## config.mk

```make
export PLATFORM = sky130hd
export DESIGN_NAME = power_change_report_detector_core_flat
export DESIGN_NICKNAME = d
export VERILOG_FILES = /design/src/hdl/pcrd_pkg.sv /design/src/hdl/pcrd_ifs.sv /design/src/hdl/pcrd_mod_unit.sv /design/src/hdl/pcrd_datapath.sv /design/src/hdl/pcrd_ctrl.sv /design/src/hdl/power_change_report_detector_core.sv /design/src/flat_wrapper.sv
export SDC_FILE = /design/constraint.sdc
export NUM_CORES = 1
export LEC_CHECK = 0
export ABC_AREA = 1
export BUFFER_PORTS_ARGS = -buffer_cell sky130_fd_sc_hd__buf_2
export CORE_UTILIZATION = 63
export CTS_CLUSTER_SIZE = 30
export DETAILED_ROUTE_END_ITERATION = 10
export PLACE_DENSITY_LB_ADDON = 0.3
export SLEW_MARGIN = 5
export SYNTH_ARGS = -nofsm -noshare
export SYNTH_HDL_FRONTEND = slang
export SYNTH_SLANG_ARGS = --single-unit
```

## constraint.sdc

```tcl
create_clock -name clock -period 7.8 [get_ports clock]
set_input_delay 1.17 -clock clock [delete_from_list [all_inputs] [get_ports clock]]
set_output_delay 1.17 -clock clock [all_outputs]
set_load 0.02 [all_outputs]
```

## src/hdl/pcrd_pkg.sv

```systemverilog
// ----------------------------------------------------------------------------
// Power change report detector package
// Shared widths, register indexes, reset values and the command and status
// types that join the controller and the datapath.
// ----------------------------------------------------------------------------
package pcrd_pkg;

   // Depth of the power history; entry 0 is the oldest.
   localparam int HISTORY_DEPTH = 3;

   // Field widths.
   localparam int POWER_W     = 16;
   localparam int SECONDS_W   = 32;
   localparam int SETTLE_W    = 8;
   localparam int CFG_W       = 12;
   localparam int CSR_INDEX_W = 2;

   // Percent test: diff * 100 against (threshold + 1) * min, both fit 23 bits.
   localparam int MULB_W = 7;
   localparam int PROD_W = POWER_W + MULB_W;

   // Remainder unit: one dividend bit per cycle.
   localparam int DIV_STEPS   = SECONDS_W;
   localparam int DIV_COUNT_W = $clog2(DIV_STEPS);

   typedef logic [POWER_W-1:0]     power_type;
   typedef logic [CFG_W-1:0]       cfg_type;
   typedef logic [CSR_INDEX_W-1:0] csr_index_type;

   // Register indexes.
   localparam csr_index_type CSR_DELTA_THRESHOLD = csr_index_type'(0);
   localparam csr_index_type CSR_REPORT_PERIOD   = csr_index_type'(1);

   // Reset values and constants.
   localparam cfg_type            DELTA_RESET  = cfg_type'(10);
   localparam cfg_type            PERIOD_RESET = cfg_type'(60);
   localparam cfg_type            PCT_LIMIT    = cfg_type'(100);
   localparam logic [MULB_W-1:0]  PCT_SCALE    = MULB_W'(100);

   // Commands from the controller to the datapath.
   typedef struct packed {
      logic capture;     // take the input beat, load settle counter on settle_load
      logic mod_start;   // start the seconds remainder
      logic skip;        // settle counter running: count down, flags zero
      logic diff_load;   // register difference and minimum
      logic mul_diff;    // register diff * 100
      logic mul_thr;     // register (threshold + 1) * minimum
      logic commit;      // decide, update history, set flags
   } pcrd_cmd_type;

   // Status from the datapath to the controller.
   typedef struct packed {
      logic settle_busy;
      logic mod_done;
   } pcrd_status_type;

endpackage

```

## src/hdl/pcrd_ifs.sv

```systemverilog
// ----------------------------------------------------------------------------
// Power change report detector channels
// Valid/ready channels for the sample input, the result output and the
// register write port.
// ----------------------------------------------------------------------------
interface pcrd_req_if;
   logic                              valid;
   logic                              ready;
   logic [pcrd_pkg::POWER_W-1:0]      power_watts;
   logic [pcrd_pkg::SECONDS_W-1:0]    seconds_now;
   logic                              settle_load;
   logic [pcrd_pkg::SETTLE_W-1:0]     settle_count;

   modport source (output valid, power_watts, seconds_now, settle_load, settle_count,
                   input ready);
   modport sink   (input valid, power_watts, seconds_now, settle_load, settle_count,
                   output ready);
endinterface

interface pcrd_rsp_if;
   logic valid;
   logic ready;
   logic report_power;
   logic report_energy;

   modport source (output valid, report_power, report_energy, input ready);
   modport sink   (input valid, report_power, report_energy, output ready);
endinterface

interface pcrd_csr_if;
   logic                                 valid;
   logic                                 ready;
   logic [pcrd_pkg::CSR_INDEX_W-1:0]     index;
   logic [pcrd_pkg::CFG_W-1:0]           data;

   modport source (output valid, index, data, input ready);
   modport sink   (input valid, index, data, output ready);
endinterface

```

## src/hdl/pcrd_mod_unit.sv

```systemverilog
// ----------------------------------------------------------------------------
// Seconds remainder unit
// Restoring remainder of the seconds count by the report period, one
// dividend bit per cycle; reports whether the remainder is zero.
// ----------------------------------------------------------------------------
module pcrd_mod_unit (
   input  logic                             clock,
   input  logic                             reset,
   input  logic                             start,
   input  logic [pcrd_pkg::SECONDS_W-1:0]   dividend,
   input  logic [pcrd_pkg::CFG_W-1:0]       divisor,
   output logic                             done,
   output logic                             rem_zero
);

   logic [pcrd_pkg::SECONDS_W-1:0]   quot_ff, quot_in;
   logic [pcrd_pkg::CFG_W-1:0]       rem_ff, rem_in;
   logic [pcrd_pkg::CFG_W-1:0]       divisor_ff, divisor_in;
   logic [pcrd_pkg::DIV_COUNT_W-1:0] count_ff, count_in;
   logic                             busy_ff, busy_in;
   logic                             done_ff, done_in;
   logic [pcrd_pkg::CFG_W:0]         trial;

   // One restoring step: bring in the next dividend bit, subtract if it fits.
   always_comb begin
      trial      = {rem_ff, quot_ff[pcrd_pkg::SECONDS_W-1]};
      quot_in    = quot_ff;
      rem_in     = rem_ff;
      divisor_in = divisor_ff;
      count_in   = count_ff;
      busy_in    = busy_ff;
      done_in    = done_ff;
      if (start) begin
         quot_in    = dividend;
         rem_in     = '0;
         divisor_in = divisor;
         count_in   = '0;
         busy_in    = 1'b1;
         done_in    = 1'b0;
      end else if (busy_ff) begin
         quot_in = {quot_ff[pcrd_pkg::SECONDS_W-2:0], 1'b0};
         if (trial >= {1'b0, divisor_ff}) begin
            rem_in = pcrd_pkg::CFG_W'(trial - {1'b0, divisor_ff});
         end else begin
            rem_in = trial[pcrd_pkg::CFG_W-1:0];
         end
         count_in = count_ff + 1'b1;
         if (count_ff == pcrd_pkg::DIV_COUNT_W'(pcrd_pkg::DIV_STEPS - 1)) begin
            busy_in = 1'b0;
            done_in = 1'b1;
         end
      end
   end

   // Control state is reset; the operand registers are not.
   always_ff @(posedge clock) begin
      if (reset) begin
         busy_ff  <= 1'b0;
         done_ff  <= 1'b0;
         count_ff <= '0;
      end else begin
         busy_ff  <= busy_in;
         done_ff  <= done_in;
         count_ff <= count_in;
      end
      quot_ff    <= quot_in;
      rem_ff     <= rem_in;
      divisor_ff <= divisor_in;
   end

   assign done     = done_ff;
   assign rem_zero = (rem_ff == '0);

endmodule

```

## src/hdl/pcrd_datapath.sv

```systemverilog
// ----------------------------------------------------------------------------
// Power change report detector datapath
// Configuration registers, power history, settle counter, the shared
// multiplier of the percent test and the result flags.
// ----------------------------------------------------------------------------
module pcrd_datapath (
   input  logic                             clock,
   input  logic                             reset,
   input  logic [pcrd_pkg::POWER_W-1:0]     power_watts,
   input  logic [pcrd_pkg::SECONDS_W-1:0]   seconds_now,
   input  logic                             settle_load,
   input  logic [pcrd_pkg::SETTLE_W-1:0]    settle_count,
   input  logic                             csr_write,
   input  logic [pcrd_pkg::CSR_INDEX_W-1:0] csr_index,
   input  logic [pcrd_pkg::CFG_W-1:0]       csr_data,
   input  pcrd_pkg::pcrd_cmd_type           cmd,
   output pcrd_pkg::pcrd_status_type        status,
   output logic                             report_power,
   output logic                             report_energy
);

   pcrd_pkg::cfg_type                delta_ff, period_ff;
   pcrd_pkg::power_type              hist_ff [pcrd_pkg::HISTORY_DEPTH];
   logic [pcrd_pkg::SETTLE_W-1:0]    settle_ff;
   pcrd_pkg::power_type              power_ff;
   pcrd_pkg::power_type              diff_ff, diff_in;
   pcrd_pkg::power_type              lo_ff, lo_in;
   logic [pcrd_pkg::PROD_W-1:0]      prod_diff_ff, prod_thr_ff, product;
   logic [pcrd_pkg::PROD_W-1:0]      mul_a, mul_b;
   logic [pcrd_pkg::MULB_W-1:0]      thr_plus1;
   logic                             report_power_ff, report_energy_ff;
   logic                             mod_done, mod_zero;
   logic                             trip, periodic, pct_trip, abs_trip;

   // Remainder of the seconds count by the report period.
   pcrd_mod_unit u_mod (
      .clock    (clock),
      .reset    (reset),
      .start    (cmd.mod_start),
      .dividend (seconds_now),
      .divisor  (period_ff),
      .done     (mod_done),
      .rem_zero (mod_zero)
   );

   // Absolute difference and the minimum (zero counts as one).
   always_comb begin
      if (power_ff > hist_ff[0]) begin
         diff_in = power_ff - hist_ff[0];
         lo_in   = hist_ff[0];
      end else begin
         diff_in = hist_ff[0] - power_ff;
         lo_in   = power_ff;
      end
      if (lo_in == '0) begin
         lo_in = pcrd_pkg::POWER_W'(1);
      end
   end

   // One multiplier, used for diff * 100 and then (threshold + 1) * minimum.
   assign thr_plus1 = pcrd_pkg::MULB_W'(delta_ff + pcrd_pkg::CFG_W'(1));
   assign mul_a     = pcrd_pkg::PROD_W'(cmd.mul_thr ? lo_ff : diff_ff);
   assign mul_b     = pcrd_pkg::PROD_W'(cmd.mul_thr ? thr_plus1 : pcrd_pkg::PCT_SCALE);
   assign product   = mul_a * mul_b;

   // floor(diff * 100 / lo) > thr is the same as diff * 100 >= (thr + 1) * lo.
   assign pct_trip = (prod_diff_ff >= prod_thr_ff);
   assign abs_trip = (diff_ff > pcrd_pkg::POWER_W'(delta_ff - pcrd_pkg::PCT_LIMIT));
   assign trip     = (delta_ff != '0) && (diff_ff != '0) &&
                     ((delta_ff <= pcrd_pkg::PCT_LIMIT) ? pct_trip : abs_trip);
   assign periodic = (period_ff != '0) && mod_zero;

   // Configuration, history, settle counter and result flags.
   always_ff @(posedge clock) begin
      if (reset) begin
         delta_ff         <= pcrd_pkg::DELTA_RESET;
         period_ff        <= pcrd_pkg::PERIOD_RESET;
         settle_ff        <= '0;
         report_power_ff  <= 1'b0;
         report_energy_ff <= 1'b0;
         for (int i = 0; i < pcrd_pkg::HISTORY_DEPTH; i++) begin
            hist_ff[i] <= '0;
         end
      end else begin
         if (csr_write && (csr_index == pcrd_pkg::CSR_DELTA_THRESHOLD)) begin
            delta_ff <= csr_data;
         end
         if (csr_write && (csr_index == pcrd_pkg::CSR_REPORT_PERIOD)) begin
            period_ff <= csr_data;
         end
         if (cmd.capture && settle_load) begin
            settle_ff <= settle_count;
         end
         if (cmd.skip) begin
            settle_ff        <= settle_ff - 1'b1;
            report_power_ff  <= 1'b0;
            report_energy_ff <= 1'b0;
         end
         if (cmd.commit) begin
            // A trip fills the whole history with the current power.
            for (int i = 0; i < pcrd_pkg::HISTORY_DEPTH - 1; i++) begin
               hist_ff[i] <= trip ? power_ff : hist_ff[i+1];
            end
            hist_ff[pcrd_pkg::HISTORY_DEPTH-1] <= power_ff;
            report_power_ff  <= periodic;
            report_energy_ff <= periodic || trip;
         end
      end
   end

   // Working registers of the change test.
   always_ff @(posedge clock) begin
      if (cmd.capture) begin
         power_ff <= power_watts;
      end
      if (cmd.diff_load) begin
         diff_ff <= diff_in;
         lo_ff   <= lo_in;
      end
      if (cmd.mul_diff) begin
         prod_diff_ff <= product;
      end
      if (cmd.mul_thr) begin
         prod_thr_ff <= product;
      end
   end

   assign status.settle_busy = (settle_ff != '0);
   assign status.mod_done    = mod_done;
   assign report_power       = report_power_ff;
   assign report_energy      = report_energy_ff;

endmodule

```

## src/hdl/pcrd_ctrl.sv

```systemverilog
// ----------------------------------------------------------------------------
// Power change report detector controller
// Sequences one sample through settle check, change test and remainder wait
// (skipped if settling), then holds the result until the output beat is taken.
// ----------------------------------------------------------------------------
module pcrd_ctrl (
   input  logic                        clock,
   input  logic                        reset,
   input  logic                        req_valid,
   output logic                        req_ready,
   output logic                        rsp_valid,
   input  logic                        rsp_ready,
   input  pcrd_pkg::pcrd_status_type   status,
   output pcrd_pkg::pcrd_cmd_type      cmd
);

   typedef enum logic [2:0] {
      ST_IDLE,
      ST_CHECK,
      ST_MUL_DIFF,
      ST_MUL_THR,
      ST_WAIT,
      ST_OUT
   } state_type;

   state_type state_ff, state_in;
   logic      req_ready_ff, req_ready_in;
   logic      rsp_valid_ff, rsp_valid_in;

   // Next state, registered handshake outputs and datapath commands.
   always_comb begin
      state_in     = state_ff;
      cmd          = '0;
      case (state_ff)
         ST_IDLE: begin
            if (req_valid) begin
               cmd.capture   = 1'b1;
               cmd.mod_start = 1'b1;
               state_in      = ST_CHECK;
            end
         end
         ST_CHECK: begin
            if (status.settle_busy) begin
               cmd.skip = 1'b1;
               state_in = ST_OUT;
            end else begin
               cmd.diff_load = 1'b1;
               state_in      = ST_MUL_DIFF;
            end
         end
         ST_MUL_DIFF: begin
            cmd.mul_diff = 1'b1;
            state_in     = ST_MUL_THR;
         end
         ST_MUL_THR: begin
            cmd.mul_thr = 1'b1;
            state_in    = ST_WAIT;
         end
         ST_WAIT: begin
            if (status.mod_done) begin
               cmd.commit = 1'b1;
               state_in   = ST_OUT;
            end
         end
         ST_OUT: begin
            if (rsp_ready) begin
               state_in = ST_IDLE;
            end
         end
         default: begin
            state_in = ST_IDLE;
         end
      endcase
      req_ready_in = (state_in == ST_IDLE);
      rsp_valid_in = (state_in == ST_OUT);
   end

   always_ff @(posedge clock) begin
      if (reset) begin
         state_ff     <= ST_IDLE;
         req_ready_ff <= 1'b1;
         rsp_valid_ff <= 1'b0;
      end else begin
         state_ff     <= state_in;
         req_ready_ff <= req_ready_in;
         rsp_valid_ff <= rsp_valid_in;
      end
   end

   assign req_ready = req_ready_ff;
   assign rsp_valid = rsp_valid_ff;

endmodule

```

## src/hdl/power_change_report_detector_core.sv

```systemverilog
// ----------------------------------------------------------------------------
// Power change report detector core
// Decides per one-second sample whether a power or energy report is due.
// ----------------------------------------------------------------------------
// One sample is handled at a time. A sample that runs the change test has
// its result valid once the remainder unit is done, and the next input
// beat can be taken in the cycle after the result beat at the earliest,
// so a steady stream is paced by the remainder unit, which works through
// the 32-bit seconds count one bit per cycle. A sample that falls in a
// settle period skips the change test and has its result valid after the
// check state, without waiting for the remainder unit. Register writes are
// taken in any cycle but must only be issued while no sample is in flight.
module power_change_report_detector_core (
   input  logic              clock,
   input  logic              reset,
   pcrd_req_if.sink          req_bus,
   pcrd_rsp_if.source        rsp_bus,
   pcrd_csr_if.sink          csr_bus
);

   pcrd_pkg::pcrd_cmd_type    cmd;
   pcrd_pkg::pcrd_status_type status;

   // The register port never stalls.
   assign csr_bus.ready = 1'b1;

   pcrd_ctrl u_ctrl (
      .clock     (clock),
      .reset     (reset),
      .req_valid (req_bus.valid),
      .req_ready (req_bus.ready),
      .rsp_valid (rsp_bus.valid),
      .rsp_ready (rsp_bus.ready),
      .status    (status),
      .cmd       (cmd)
   );

   pcrd_datapath u_datapath (
      .clock         (clock),
      .reset         (reset),
      .power_watts   (req_bus.power_watts),
      .seconds_now   (req_bus.seconds_now),
      .settle_load   (req_bus.settle_load),
      .settle_count  (req_bus.settle_count),
      .csr_write     (csr_bus.valid),
      .csr_index     (csr_bus.index),
      .csr_data      (csr_bus.data),
      .cmd           (cmd),
      .status        (status),
      .report_power  (rsp_bus.report_power),
      .report_energy (rsp_bus.report_energy)
   );

endmodule

```

## src/flat_wrapper.sv

```systemverilog
// flat-port wrapper written by rule: the top's interface ports become plain ports
module power_change_report_detector_core_flat 
  (clock, reset, req_bus_valid, req_bus_power_watts, req_bus_seconds_now, req_bus_settle_load, req_bus_settle_count, req_bus_ready, rsp_bus_valid, rsp_bus_report_power, rsp_bus_report_energy, rsp_bus_ready, csr_bus_valid, csr_bus_index, csr_bus_data, csr_bus_ready);
  pcrd_req_if req_bus_i ();
  pcrd_rsp_if rsp_bus_i ();
  pcrd_csr_if csr_bus_i ();
  input  logic clock;
  input  logic reset;
  input wire logic [$bits(req_bus_i.valid)-1:0] req_bus_valid;
  input wire logic [$bits(req_bus_i.power_watts)-1:0] req_bus_power_watts;
  input wire logic [$bits(req_bus_i.seconds_now)-1:0] req_bus_seconds_now;
  input wire logic [$bits(req_bus_i.settle_load)-1:0] req_bus_settle_load;
  input wire logic [$bits(req_bus_i.settle_count)-1:0] req_bus_settle_count;
  output wire logic [$bits(req_bus_i.ready)-1:0] req_bus_ready;
  output wire logic [$bits(rsp_bus_i.valid)-1:0] rsp_bus_valid;
  output wire logic [$bits(rsp_bus_i.report_power)-1:0] rsp_bus_report_power;
  output wire logic [$bits(rsp_bus_i.report_energy)-1:0] rsp_bus_report_energy;
  input wire logic [$bits(rsp_bus_i.ready)-1:0] rsp_bus_ready;
  input wire logic [$bits(csr_bus_i.valid)-1:0] csr_bus_valid;
  input wire logic [$bits(csr_bus_i.index)-1:0] csr_bus_index;
  input wire logic [$bits(csr_bus_i.data)-1:0] csr_bus_data;
  output wire logic [$bits(csr_bus_i.ready)-1:0] csr_bus_ready;
  assign req_bus_i.valid = req_bus_valid;
  assign req_bus_i.power_watts = req_bus_power_watts;
  assign req_bus_i.seconds_now = req_bus_seconds_now;
  assign req_bus_i.settle_load = req_bus_settle_load;
  assign req_bus_i.settle_count = req_bus_settle_count;
  assign req_bus_ready = req_bus_i.ready;
  assign rsp_bus_valid = rsp_bus_i.valid;
  assign rsp_bus_report_power = rsp_bus_i.report_power;
  assign rsp_bus_report_energy = rsp_bus_i.report_energy;
  assign rsp_bus_i.ready = rsp_bus_ready;
  assign csr_bus_i.valid = csr_bus_valid;
  assign csr_bus_i.index = csr_bus_index;
  assign csr_bus_i.data = csr_bus_data;
  assign csr_bus_ready = csr_bus_i.ready;
  power_change_report_detector_core u_core (.clock(clock), .reset(reset), .req_bus(req_bus_i), .rsp_bus(rsp_bus_i), .csr_bus(csr_bus_i));
endmodule
```

# After elaboration in Yosys (flattened, before gate mapping)
# Memories as Yosys holds them, arrays and structs flattened.
# Index checks and enable logic that the tools add are counted.
[word_totals]
register_bits = 196
ram_bits = 48
inputBits = 76
memories = 1
[memory_table]
columns = ["name", "depth", "width", "rd", "rd_ports_with_merged_regs", "write_ports", "line_no", "rtl"]
rows = [
  ["u_core.u_datapath.hist_ff", 3, 16, 3, 0, 3, "pcrd_datapath.sv:23", "pcrd_pkg::power_type hist_ff [pcrd_pkg::HISTORY_DEPTH];"],
]
[op_classes]
n_addsub = 7
n_mul = 1
magnitude_cmp = 5
eq_ne = 8
mux = 40
bitwise_logic = 3
reduce_logical = 21
[op_table]
columns = ["cell", "n"]
rows = [
  ["two-way mux 16 bit", 8],
  ["two-way mux 32 bit", 2],
  ["greater-than comparator 16 bit", 2],
  ["subtractor 16 bit", 2],
  ["nonzero test 12 bit", 2],
  ["greater-or-equal comparator 23 bit", 1],
  ["multiplier 16 x 7 -> 23 bit", 1],
  ["two-way mux 1 bit", 18],
  ["case mux 3 bit (6 select lines)", 1],
  ["zero test 16 bit", 1],
  ["two-way mux 8 bit", 2],
  ["nonzero test 16 bit", 1],
  ["greater-or-equal comparator 13 x 12 -> 1 bit", 1],
  ["subtractor 12 x 7 -> 13 bit, second input constant", 1],
  ["<= comparator 12 x 7 -> 1 bit, second input constant", 1],
  ["zero test 12 bit", 1],
  ["two-way mux 12 bit", 1],
  ["two-way mux 3 bit", 4],
  ["subtractor 12 bit", 1],
  ["equality test 3 bit, second input constant", 3],
  ["nonzero test 8 bit", 1],
  ["subtractor 8 x 1 -> 8 bit, second input constant", 1],
  ["adder 7 x 1 -> 7 bit, second input constant", 1],
  ["two-way mux 7 bit", 1],
  ["14 further kinds", 27],
]

# Depth between registers and ports, before layout
# Gate-level depths: netlist of run 1.
[depth]
depth_word = 6
depth_mapped = 26

# Hierarchy
# From an unflattened synthesis of run 1, not the netlist that was laid out.
[hier_totals]
hier_cells = 2026
hier_area_um2 = 16941.2
[by_module_without_submodules]
columns = ["module", "instances", "cells_each", "area_each_um2", "seq_area_each_um2"]
rows = [
  ["pcrd_datapath", 1, 1553, 13242.7, 4944.7],
  ["pcrd_mod_unit", 1, 430, 3418.3, 1701.6],
  ["pcrd_ctrl", 1, 41, 269.0, 100.1],
  ["power_change_report_detector_core", 1, 2, 11.3, 0.0],
]

# Least setup slack after synthesis of run 1
# Ideal clock, no wire load.
[synth_timing]
path_type = "register to register"
start = "reg u_core.u_ctrl.state_ff[2]"
end = "reg u_core.u_datapath.prod_diff_ff[17] in the netlist's numbering, data pin"
setup_ns = 0.269
arrival_time_ns = 5.287
required_time_ns = 7.531
slack_ns = 2.244
stages_incl_launch_ff = 22
path_buffers = 1
synth_period_minus_slack_ns = 5.556
cell_sequence = "dfxtp_1 > inv_2 > nand2_1 > nor2_2 > clkbuf_1 > nand2_1 > o21ai_0 > inv_1 > nor2_1 > fa_1 > fa_1 > fa_1 > inv_1 > fa_1 > inv_1 > ha_1 > a21oi_1 > o21ai_0 > a21o_1 > a31oi_1 > o21ai_0 > xor2_1"
[synth_via]
elab_chain_len = 4
elab_cells_between_ends = 5
[synth_lines]
columns = ["element", "line_no", "rtl"]
rows = [
  ["from (decl)", "pcrd_ctrl.sv:26", "state_type state_ff, state_in;"],
  ["from (signal assigned)", "pcrd_ctrl.sv:84", "state_ff <= state_in;"],
  ["equality test 3 x 2 -> 1 bit (*)", "pcrd_ctrl.sv:34", "case (state_ff)"],
  ["two-way mux 1 bit (*)", "pcrd_ctrl.sv:34", ""],
  ["two-way mux 16 bit or two-way mux 7 bit (tied branches)", "pcrd_datapath.sv:62, pcrd_datapath.sv:63", ""],
  ["multiplier 16 x 7 -> 23 bit (*)", "pcrd_datapath.sv:64", "assign product = mul_a * mul_b;"],
  ["named net u_core.u_datapath.product, one bit", "pcrd_datapath.sv:28", "logic [pcrd_pkg::PROD_W-1:0] prod_diff_ff, prod_thr_ff, product;"],
  ["to (signal assigned)", "pcrd_datapath.sv:121", "prod_diff_ff <= product;"],
  ["to (decl)", "pcrd_datapath.sv:28", ""],
]
# Mark *: on every way through the listed nets, which the timed path passes. The rest lies on a longest branch.
# A chain may end at the register's enable or synchronous reset.

# Worst setup path in the final report of run 1
[layout_timing]
start = "reg u_core.u_ctrl.state_ff[2]"
end = "reg u_core.u_datapath.prod_thr_ff[15] in the netlist's numbering, data pin"
[layout_via]
elab_chain_len = 4
elab_cells_between_ends = 5
[layout_lines]
columns = ["element", "line_no", "rtl"]
rows = [
  ["equality test 3 x 2 -> 1 bit (*)", "pcrd_ctrl.sv:34", ""],
  ["two-way mux 1 bit (*)", "pcrd_ctrl.sv:34", ""],
  ["two-way mux 16 bit or two-way mux 7 bit (tied branches)", "pcrd_datapath.sv:62, pcrd_datapath.sv:63", ""],
  ["multiplier 16 x 7 -> 23 bit (*)", "pcrd_datapath.sv:64", ""],
  ["named net u_core.u_datapath.product, one bit", "pcrd_datapath.sv:28", ""],
  ["to (signal assigned)", "pcrd_datapath.sv:124", "prod_thr_ff <= product;"],
  ["to (decl)", "pcrd_datapath.sv:28", ""],
]
# Marked as above.

==> results of run 1 <==
==> power breakdown <==
part	switching [mW]	total, mW	internal [mW]
combinational	2.66	4.03	1.37
clock	0.518	1.20	0.686
sequential	0.152	2.17	2.01
==> cells in the final DEF (no fill, tap or decap), drive strengths merged, types with 2 or more instances in the layout <==
master   instances
o211ai          14
mux2i            3
o221ai           3
nor3            19
nand3b           3
nor2           193
o2111ai          3
or2              2
nand2          485
nand4           28
a221oi           3
edfxtp         186
a211oi           2
nand3           70
clkinv          13
xor2            39
a21o            10
o21ai           71
buf             88
o21bai           7
xnor2           19
nor4            12
a31oi            6
inv            289
fa              72
a21oi          142
clkbuf          32
dfxtp           58
ha             133
==> layer usage <==
layer  vias to the layer above  wire length [µm]
met2                       407             18290
met1                      6191             16630
li1                       6427                 -
met5                         -                 0
met3                        88              1809
met4                         0              1532
==> cells in the mapped netlist, types with 14 or more instances <==
cell type | instances | share of area, %
nand2_1 | 477 | 11
inv_1 | 285 | 6.5
nor2_1 | 190 | 4.3
edfxtp_1 | 186 | 34
a21oi_1 | 142 | 4.3
ha_1 | 133 | 10
fa_1 | 72 | 8.7
nand3_1 | 67 | 2.0
o21ai_0 | 67 | 2.0
dfxtp_1 | 58 | 7.0
xor2_1 | 39 | 2.1
nand4_1 | 28 | 1.1
clkbuf_1 | 24 | 0.54
xnor2_1 | 19 | 1.0
nor3_1 | 17 | 0.51
o211ai_1 | 14 | 0.63
==> flip-flops by register name (all words and copies together) (netlist names), 16 cells and up <==
name and flops:
u_core.u_datapath.diff_ff 16, u_core.u_datapath.hist_ff 48, u_core.u_datapath.lo_ff 16, u_core.u_datapath.power_ff 16, u_core.u_datapath.prod_diff_ff 23, u_core.u_datapath.prod_thr_ff 23
u_core.u_datapath.u_mod.quot_ff 32
==> cell families after synthesis <==
group	Yosys count
multiplexers	3
buffers and inverters	341
other	1
AND/OR/NAND/NOR	814
flip-flops	244
XOR/XNOR	58
AO/OA/AOI/OAI	265
adder cells (fa/ha/maj)	205
==> worst paths after layout <==
kind / from / end / slack (ps) / cells past startpoint
max reg2reg: u_core.u_ctrl.state_ff[2]$_SDFF_PP0_ / u_core.u_datapath.prod_thr_ff[15]$_DFFE_PN_ / 1330 / 21
min reg2reg: u_core.u_datapath.period_ff[0]$_SDFFE_PP0P_ / u_core.u_datapath.u_mod.divisor_ff[0]$_DFFE_PP_ / 460 / 0
max: u_core.u_ctrl.state_ff[2]$_SDFF_PP0_ / u_core.u_datapath.prod_thr_ff[15]$_DFFE_PN_ / 1330 / 21
min: u_core.u_datapath.period_ff[0]$_SDFFE_PP0P_ / u_core.u_datapath.u_mod.divisor_ff[0]$_DFFE_PP_ / 460 / 0
==> metrics by stage <==
step / std cells / instance area, µm² / utilization [%] / total power, mW
2_1_floorplan: 1931 / 16580 / - / 5.168
3_3_place_gp: 2303 / 17210 / 66.41 / 6.050
3_5_place_dp: 2303 / 17210 / 66.41 / 6.180
4_1_cts: 2349 / 18040 / 69.64 / 7.399
5_1_grt: 2349 / 18040 / 69.64 / 8.029
6_report: 2349 / 18040 / 69.64 / 7.401
==> worst max-delay path, stage by stage, from the launching register on <==
cell and delay [ps]:
dfxtp_1 340, inv_2 80, nand2_1 100, nor2_4 100, buf_4 470, nand2_1 100
nor2_1 790, inv_1 260, nand2_1 150, fa_1 500, fa_1 560, inv_1 50
fa_1 530, inv_1 60, fa_1 520, inv_1 40, ha_1 360, nand2_1 120
nor4_1 500, a21oi_1 200, o21bai_1 190, xor2_1 230
==> area by class of cell <==
type / count / area share (%)
multi-input cells: 1346 / 47.05
flip-flops and latches: 244 / 37.39
inverters: 290 / 6.032
clock buffers: 32 / 3.959
repair buffers: 88 / 2.566
well taps: 335 / 2.323
clock inverters: 14 / 0.6865
==> results.cfg, run 1 <==
[run_status]
outcome = complete, no violations

[floorplanning]
start_util_pct = 63.99
die_w_um = 164.2
io_pins = 81
placeableCoreArea_um2 = 25910
rows = 59
dieArea_um2 = 26970
die_height_um = 164.2

[power_and_ir_drop]
p_per_area_nw_per_um2 = 410.1
irDropWorstVdd_mv = 0.3712
leakage_nw = 8.541

[yosys]
synthFlopType = edfxtp_1
syn_area_per_cell_um2 = 8.586
synth_xor_area_share_pct = 3.064
synth_simple_gate_area_share_pct = 20.26
synth_area_um2 = 16580
synth_nets = 2212
yosysSeqAreaShare_pct = 40.69
yosys.area_share.adder_pct = 18.73
yosys_warnings = 0
synth_compound_area_share_pct = 8.860
async_flop_share_pct = 0
syn_inst = 1931
ys_ff_latch = 244
ys_types = 48
synth_edf_count = 186
synth_top_family_by_area = simple AND/OR/NAND/NOR gates
synthMuxAreaShare_pct = 0.1811

[cells_and_area]
multi_input_area_um2 = 8489
antenna_cells = 0
num-fill-cells = 2079
finalNetCount = 2277
drive_gt1_share_pct = 7.646
syn_to_final_growth_pct = 8.837
seqCellArea_um2 = 6746

[sta]
finalSetupViolations = 0
setup_tns_ps = 0
fin_ws_ps = 1330
tightest_slew_ps = 1139
final_min_period_over_clock_period_pct = 82.94
rsz0062_at_grt = false
timing.clock.skew_ps = 22.37
max_freq_mhz = 154.6
finalCriticalPeriod_ps = 6470
finalMaxSlewViolations = 0
slew_headroom_pct = 23.80
finalHoldViolations = 0
hold_ws_ps = 462.5

[global_route]
antenna_found_initial = 0
busiest_layer = met2
first_global_vias = 12490
grtUsageMet1_pct = 38.27
grt_util_met2_pct = 48.29
grt_use_met3_pct = 3.359
grt_first_pass_wirelength_um = 61420
grt_usage_pct = 28.93
grt-ovfl-total = 0
grt_max_degree = 64

[placed_design]
io_buffers = 79
place.gp.congestion = 0.9662
dp_slack_ps = 1458
dp.final_hpwl_um = 29290

[setup_path]
path_max_fanout = 44
worstPathRequired_ps = 8170
critPathKind = reg -> reg
end_kind = flop
critPathLaunchType = flop
cp.arrival_ps = 6840

[cts]
cts_max_level = 1
clk_path_buf_depth = 3
clkLatencyLatePin_ps = 560
cts_root_buf = clkbuf_16
cts_buffers = 26
post_cts_resized = 0
ctsHoldBuffers = 0
cts_setup_buffers = 0
cts.clk_slew.worst_paths_ps = 60
cts.sinks = 244
cts_tree = built

[route]
num_vias = 13110
drt_iter0_drc = 1084
antenna_left = 0
drtPass1Iterations = 5
wire_per_inst_um = 16.29
drc_errors = 0
viasPerCell = 5.582
wl_um = 38260

[min_path]
hold_class = reg -> reg

[flow_run]
drv_cap = 0
Power figures use the tool's default switching activity.
==> run 2: changes to the inputs <==
==> constraint.sdc (replaced) <==
create_clock -name clock -period 6.3 [get_ports clock]
set_input_delay 0.945 -clock clock [delete_from_list [all_inputs] [get_ports clock]]
set_output_delay 0.945 -clock clock [all_outputs]
set_load 0.02 [all_outputs]
==> results.cfg, run 2 (synthesized netlist as in run 1, its figures left out) <==
[floorplanning]
placeableCoreArea_um2 = 25910
rows = 59
dieArea_um2 = 26970
start_util_pct = 63.99
die_height_um = 164.2
io_pins = 81
die_w_um = 164.2

[global_route]
grt-ovfl-total = 0
grt_usage_pct = 28.37
first_global_vias = 12690
grt_max_degree = 64
grt_first_pass_wirelength_um = 60550
antenna_found_initial = 0

[sta]
setup_tns_ps = 0
rsz0062_at_grt = false
timing.clock.skew_ps = 15.95
finalSetupViolations = 0
tightest_slew_ps = 1136
max_freq_mhz = 172.5
finalHoldViolations = 0
finalCriticalPeriod_ps = 5797
final_min_period_over_clock_period_pct = 92.02
finalMaxSlewViolations = 0
fin_ws_ps = 502.8
slew_headroom_pct = 24.00

[cts]
post_cts_resized = 0
cts_setup_buffers = 0
cts_max_level = 1
cts.clk_slew.worst_paths_ps = 60
cts_root_buf = clkbuf_16
cts_tree = built
clk_path_buf_depth = 3
clkLatencyLatePin_ps = 550
cts.sinks = 244
cts_buffers = 26
ctsHoldBuffers = 0

[route]
wire_per_inst_um = 16.04
drc_errors = 0
drt_iter0_drc = 1242
viasPerCell = 5.558
antenna_left = 0
drtPass1Iterations = 6
num_vias = 13110
wl_um = 37830

[setup_path]
cp_slowest_cell = fa_1
max_stage_delay_ps = 540
crit_chain = ha_1, nand3_1, o21ai_0, nand3_1, buf_4, nand2_1, inv_1, fa_1, inv_1, fa_1, inv_1, fa_1, inv_1, fa_1, inv_1, ha_1, a21oi_1, o221ai_1, a21oi_1, nand2_1, a21oi_1, xnor2_1
cp.arrival_ps = 6090
critical_path.startpoint = u_core.u_datapath.delta_ff[0]$_SDFFE_PP0P_
timing.rr.start = u_core.u_datapath.delta_ff[0]$_SDFFE_PP0P_
critPathLaunchType = flop
end_kind = flop
path_max_fanout = 10
path_common_cell = inv_1
critPathKind = reg -> reg
worstPathRequired_ps = 6590

[cells_and_area]
largest_register_ffs = 48
finalNetCount = 2284
largest_registers = u_core.u_datapath.hist_ff x48, u_core.u_datapath.u_mod.quot_ff x32
layout_common_cells = nand2_1, inv_1, nor2_1
final_common_cell = nand2_1
antenna_cells = 0
syn_to_final_growth_pct = 9.320
top_register = u_core.u_datapath.hist_ff
drive_gt1_share_pct = 7.860

[placed_design]
place.gp.congestion = 0.9920
dp_slack_ps = 639.4
dp.final_hpwl_um = 28940
io_buffers = 79

[power_and_ir_drop]
leakage_nw = 8.581
p_per_area_nw_per_um2 = 503.3
irDropWorstVdd_mv = 0.5583

[min_path]
worstHoldStart = u_core.u_datapath.period_ff[5]$_SDFFE_PP1P_
hold_class = reg -> reg

[run_status]
outcome = complete, no violations

[flow_run]
drv_cap = 0
==> run 2: changes by cell type in the layout (fill, tap and decap cells not counted), moves of 2 or more <==
| cell | delta |
|---|---|
| buf_4 | +7 |
| clkinv_2 | -3 |
| clkbuf_1 | +4 |
| bufinv_16 | +2 |
==> run 2: path summary, 6_finish.rpt <==
kind | to | slack, ps | cells after the start
max | u_core.u_datapath.prod_thr_ff[20]$_DFFE_PN_ | 500 | 22
min | u_core.u_datapath.u_mod.divisor_ff[5]$_DFFE_PP_ | 460 | 0
max reg2reg | u_core.u_datapath.prod_thr_ff[20]$_DFFE_PN_ | 500 | 22
min reg2reg | u_core.u_datapath.u_mod.divisor_ff[5]$_DFFE_PP_ | 460 | 0
==> run 2: per-stage QoR <==
step | total power [mW] | hold WS (ps) | util, % | cells | instance area (µm²)
after detailed placement | 7.552 | 444.4 | 66.61 | 2310 | 17260
after floorplan | 6.399 | 430.9 | - | 1931 | 16580
after global placement | 7.378 | 446.7 | 66.61 | 2310 | 17260
after CTS | 9.125 | 460.5 | 69.95 | 2358 | 18120
final | 9.122 | 464.4 | 69.95 | 2358 | 18120
after global routing | 9.912 | 478.5 | 69.95 | 2358 | 18120
==> run 2: routing by layer <==
layer  global-route usage (%)  vias up  share of wire [%]
met5                        0        -                  0
li1                         -     6445                  -
met1                    36.34     6126                 42
met2                    48.50      439                 49
met4                    11.53        0                4.1
met3                    3.737       96                5.0
==> run 2: report_power, final <==
part | leakage [nW] | internal, mW | switching [mW] | total, mW
sequential | 2.26 | 2.49 | 0.188 | 2.68
combinational | 5.90 | 1.71 | 3.20 | 4.91
clock | 0.421 | 0.902 | 0.630 | 1.53
==> run 2: worst max-delay path: cells and delay by family, from the launching register on <==
| family | cells | cell delay [ps] |
|---|---|---|
| buf+inv | 6 | 590 |
| compound gates | 5 | 1040 |
| flops | 1 | 420 |
| simple gates | 4 | 650 |
| xor+xnor | 1 | 90 |
| fa+ha+maj | 6 | 2740 |
==> run 2: final cells by class <==
cell class,count,area (µm²)
clock buffer,34,690.7
fill,2048,7786
tap,335,419.2
inverter,290,1089
clock inverter,14,175.2
multi-input combinational,1346,8489
sequential,244,6746
timing repair buffer,95,515.5
==> run 3: changes to the inputs <==
--- a/config.mk
+++ b/config.mk
@@ -5,7 +5,6 @@
 export SDC_FILE = /design/constraint.sdc
 export NUM_CORES = 1
 export LEC_CHECK = 0
-export ABC_AREA = 1
 export BUFFER_PORTS_ARGS = -buffer_cell sky130_fd_sc_hd__buf_2
 export CORE_UTILIZATION = 63
 export CTS_CLUSTER_SIZE = 30
==> results.cfg, run 3 <==
[run_status]
outcome = complete, no violations

[cts]
clkLatencyLatePin_ps = 550
cts.clk_slew.worst_paths_ps = 60
cts_tree = built
cts_root_buf = clkbuf_16
cts.sinks = 244
cts_max_level = 1
cts_buffers = 26
ctsHoldBuffers = 0
clk_path_buf_depth = 3

[route]
antenna_left = 0
viasPerCell = 5.734
drc_errors = 0
drt_iter0_drc = 984
wire_per_inst_um = 17.11
drtPass1Iterations = 6
wl_um = 35630
num_vias = 11940

[yosys]
yosys_warnings = 0
synth_area_um2 = 16150
async_flop_share_pct = 0
synth_commonest_cells = nand2_1, edfxtp_1, inv_1
synth_nets = 1938
synthTopCellsByArea = edfxtp_1, ha_1, fa_1
syn_area_per_cell_um2 = 9.744
yosysMostFrequentCell = nand2_1
yosysSeqAreaShare_pct = 41.79
synth.top_cell.area_share_pct = 34.59
syn_inst = 1657
ys_ff_latch = 244
synth_edf_count = 186
synth_largest_area_cell = edfxtp_1
ys_types = 77
synthFlopType = edfxtp_1

[power_and_ir_drop]
leakage_nw = 7.896
seq_power_share_pct = 28.3
pwr-share-comb_pct = 56.5
switching_share_pct = 42.50
p_total_mw = 10.24
switching_power_mw = 4.351
power.internal_mw = 5.886
p_per_area_nw_per_um2 = 571.9
irDropWorstVdd_mv = 0.4892
clockPowerShare_pct = 15.1

[sta]
tightest_slew_ps = 1142
setup_tns_ps = 0
finalCriticalPeriod_ps = 6046
max_freq_mhz = 165.4
final_min_period_over_clock_period_pct = 95.97
timing.clock.skew_ps = 18.65
finalSetupViolations = 0
finalMaxSlewViolations = 0
slew_headroom_pct = 23.85
finalHoldViolations = 0

[setup_path]
r2r_slack_ps = 250
path_max_fanout = 20
cp.arrival_ps = 6320
r2r_cells = 20
timing.rr.start = u_core.u_ctrl.state_ff[2]$_SDFF_PP0_
critPathKind = reg -> reg
cp_slowest_cell = fa_1
r2r-end = u_core.u_datapath.prod_thr_ff[21]$_DFFE_PN_
crit_chain = nand3b_1, clkinv_2, mux2i_1, nor2_1, fa_1, fa_1, fa_1, inv_1, fa_1, inv_1, ha_2, a21o_1, a21o_1, a21oi_2, nand2b_1, a41oi_1, or3_1, a31o_2, a21oi_2, xnor2_1
worstPathRequired_ps = 6580
end_kind = flop
max_stage_delay_ps = 550
path_common_cell = fa_1
critPathLaunchType = flop

[min_path]
hold_class = reg -> reg
hold_end = u_core.u_datapath.report_power$_SDFFE_PP0P_
worstHoldStart = u_core.u_datapath.report_power$_SDFFE_PP0P_
min_path_cells = 2

[cells_and_area]
multi_input_area_um2 = 8569
syn_to_final_growth_pct = 10.86
top_register = u_core.u_datapath.hist_ff
finalNetCount = 2013
seqCellArea_um2 = 6749
final_util_pct = 71.08
num-fill-cells = 1893
layout_common_cells = nand2_1, edfxtp_1, inv_1
largest_register_ffs = 48
drive_gt1_share_pct = 11.48
final_common_cell = nand2_1
design_area_um2 = 17900
largest_registers = u_core.u_datapath.hist_ff x48, u_core.u_datapath.u_mod.quot_ff x32

[global_route]
grt_first_pass_wirelength_um = 58350
first_global_vias = 12070
antenna_found_initial = 1
grt_usage_pct = 27.73
grt_max_degree = 70
grt-ovfl-total = 0

[placed_design]
dp.final_hpwl_um = 26590
io_buffers = 79
postPlaceCellArea_um2 = 16910
place.gp.congestion = 0.9487

[flow_run]
drv_cap = 0

[floorplanning]
placeableCoreArea_um2 = 25180
dieArea_um2 = 26270
start_util_pct = 64.12
die_w_um = 162.1
io_pins = 81
rows = 58
die_height_um = 162.1
## run 3: cell types whose count changed after synthesis, sizes merged, moves of 22 or more
cell,delta
nor2b,+22
inv,-118
nand2,-214
a21oi,-58
mux2i,+30
clkbuf,+23
nand3,-50
xnor2,+24
nor2,-54
xor2,-26
## run 3: repair_timing
action                                  4_1_cts  5_1_grt
buffers inserted                              0        4
hold endpoints to repair                      0        0
cloned                                        0        1
resized for setup                             2       18
endpoints found under the setup margin        4        8
pin swaps                                     0        3
## run 3: how the worst max path moves through the flow
stage                                               startpoint  slack, ps                                            to
floorplan                 u_core.u_ctrl.state_ff[1]$_SDFF_PP0_        100  u_core.u_datapath.prod_diff_ff[22]$_DFFE_PP_
global placement    u_core.u_datapath.delta_ff[2]$_SDFFE_PP0P_        200  u_core.u_datapath.prod_diff_ff[21]$_DFFE_PP_
detailed placement  u_core.u_datapath.delta_ff[2]$_SDFFE_PP0P_        -30  u_core.u_datapath.prod_diff_ff[21]$_DFFE_PP_
CTS                 u_core.u_datapath.delta_ff[2]$_SDFFE_PP0P_         30   u_core.u_datapath.prod_thr_ff[21]$_DFFE_PN_
global route        u_core.u_datapath.delta_ff[0]$_SDFFE_PP0P_        -20  u_core.u_datapath.prod_diff_ff[21]$_DFFE_PP_
finish                    u_core.u_ctrl.state_ff[2]$_SDFF_PP0_        250   u_core.u_datapath.prod_thr_ff[21]$_DFFE_PN_
## run 3: power groups by stage
stage	clock network [mW]	logic, mW	registers (mW)
finish	1.55	5.79	2.90
global route	1.63	6.54	2.94
CTS	1.58	5.69	2.89
detailed placement	0	5.61	2.92
global placement	0	5.38	2.90
floorplan	0	4.39	2.82
## run 3: through the flow
step	instances	worst slack [ps]	hold WS, ps
after floorplan	1657	103.8	428.0
after global placement	2029	197.1	445.7
final	2082	254.1	477.9
after detailed placement	2029	-33.45	447.6
after CTS	2076	26.03	474.1
after global routing	2082	-18.66	490.9
## run 3: cells by family (layout without fill, tap and decap cells)
kind of cell	count (synthesis)	count (layout)	synth area share, %
and+or+nand+nor	610	610	17.47
xor gates and xnor gates	56	56	3.038
other	1	2	0.02323
buffers and inverters	235	329	5.680
adders and majority gates	205	205	19.23
DFF	244	244	41.79
AOI/OAI and AO/OA	271	271	10.59
muxes	35	35	2.185
## run 3: area by class of cell
| class | count | area share [%] |
|---|---|---|
| Multi-Input combinational cell | 1178 | 47.88 |
| Sequential cell | 244 | 37.71 |
| Clock buffer | 30 | 3.719 |
| Inverter | 171 | 3.593 |
| Timing Repair Buffer | 111 | 3.572 |
| Tap cell | 330 | 2.307 |
| Clock inverter | 17 | 1.209 |
| Antenna cell | 1 | 0.01398 |
## run 3: critical path, delay by kind of cell (launching register included)
family	cells	cell delay, ps
fa+ha+maj	5	2380
compound gates	6	1130
simple gates	4	910
flops	1	430
mux	1	420
buf+inv	3	400
xor+xnor	1	90
## run 3: per-layer routing
layer / share of wire [%] / global-route usage [%] / vias up / wire (µm)
li1: - / - / 5836 / -
met3: 4.8 / 3.320 / 72 / 1698
met5: 0 / 0 / - / 0
met2: 49 / 48.75 / 315 / 17330
met4: 2.9 / 8.362 / 0 / 1023
met1: 44 / 35.88 / 5716 / 15570
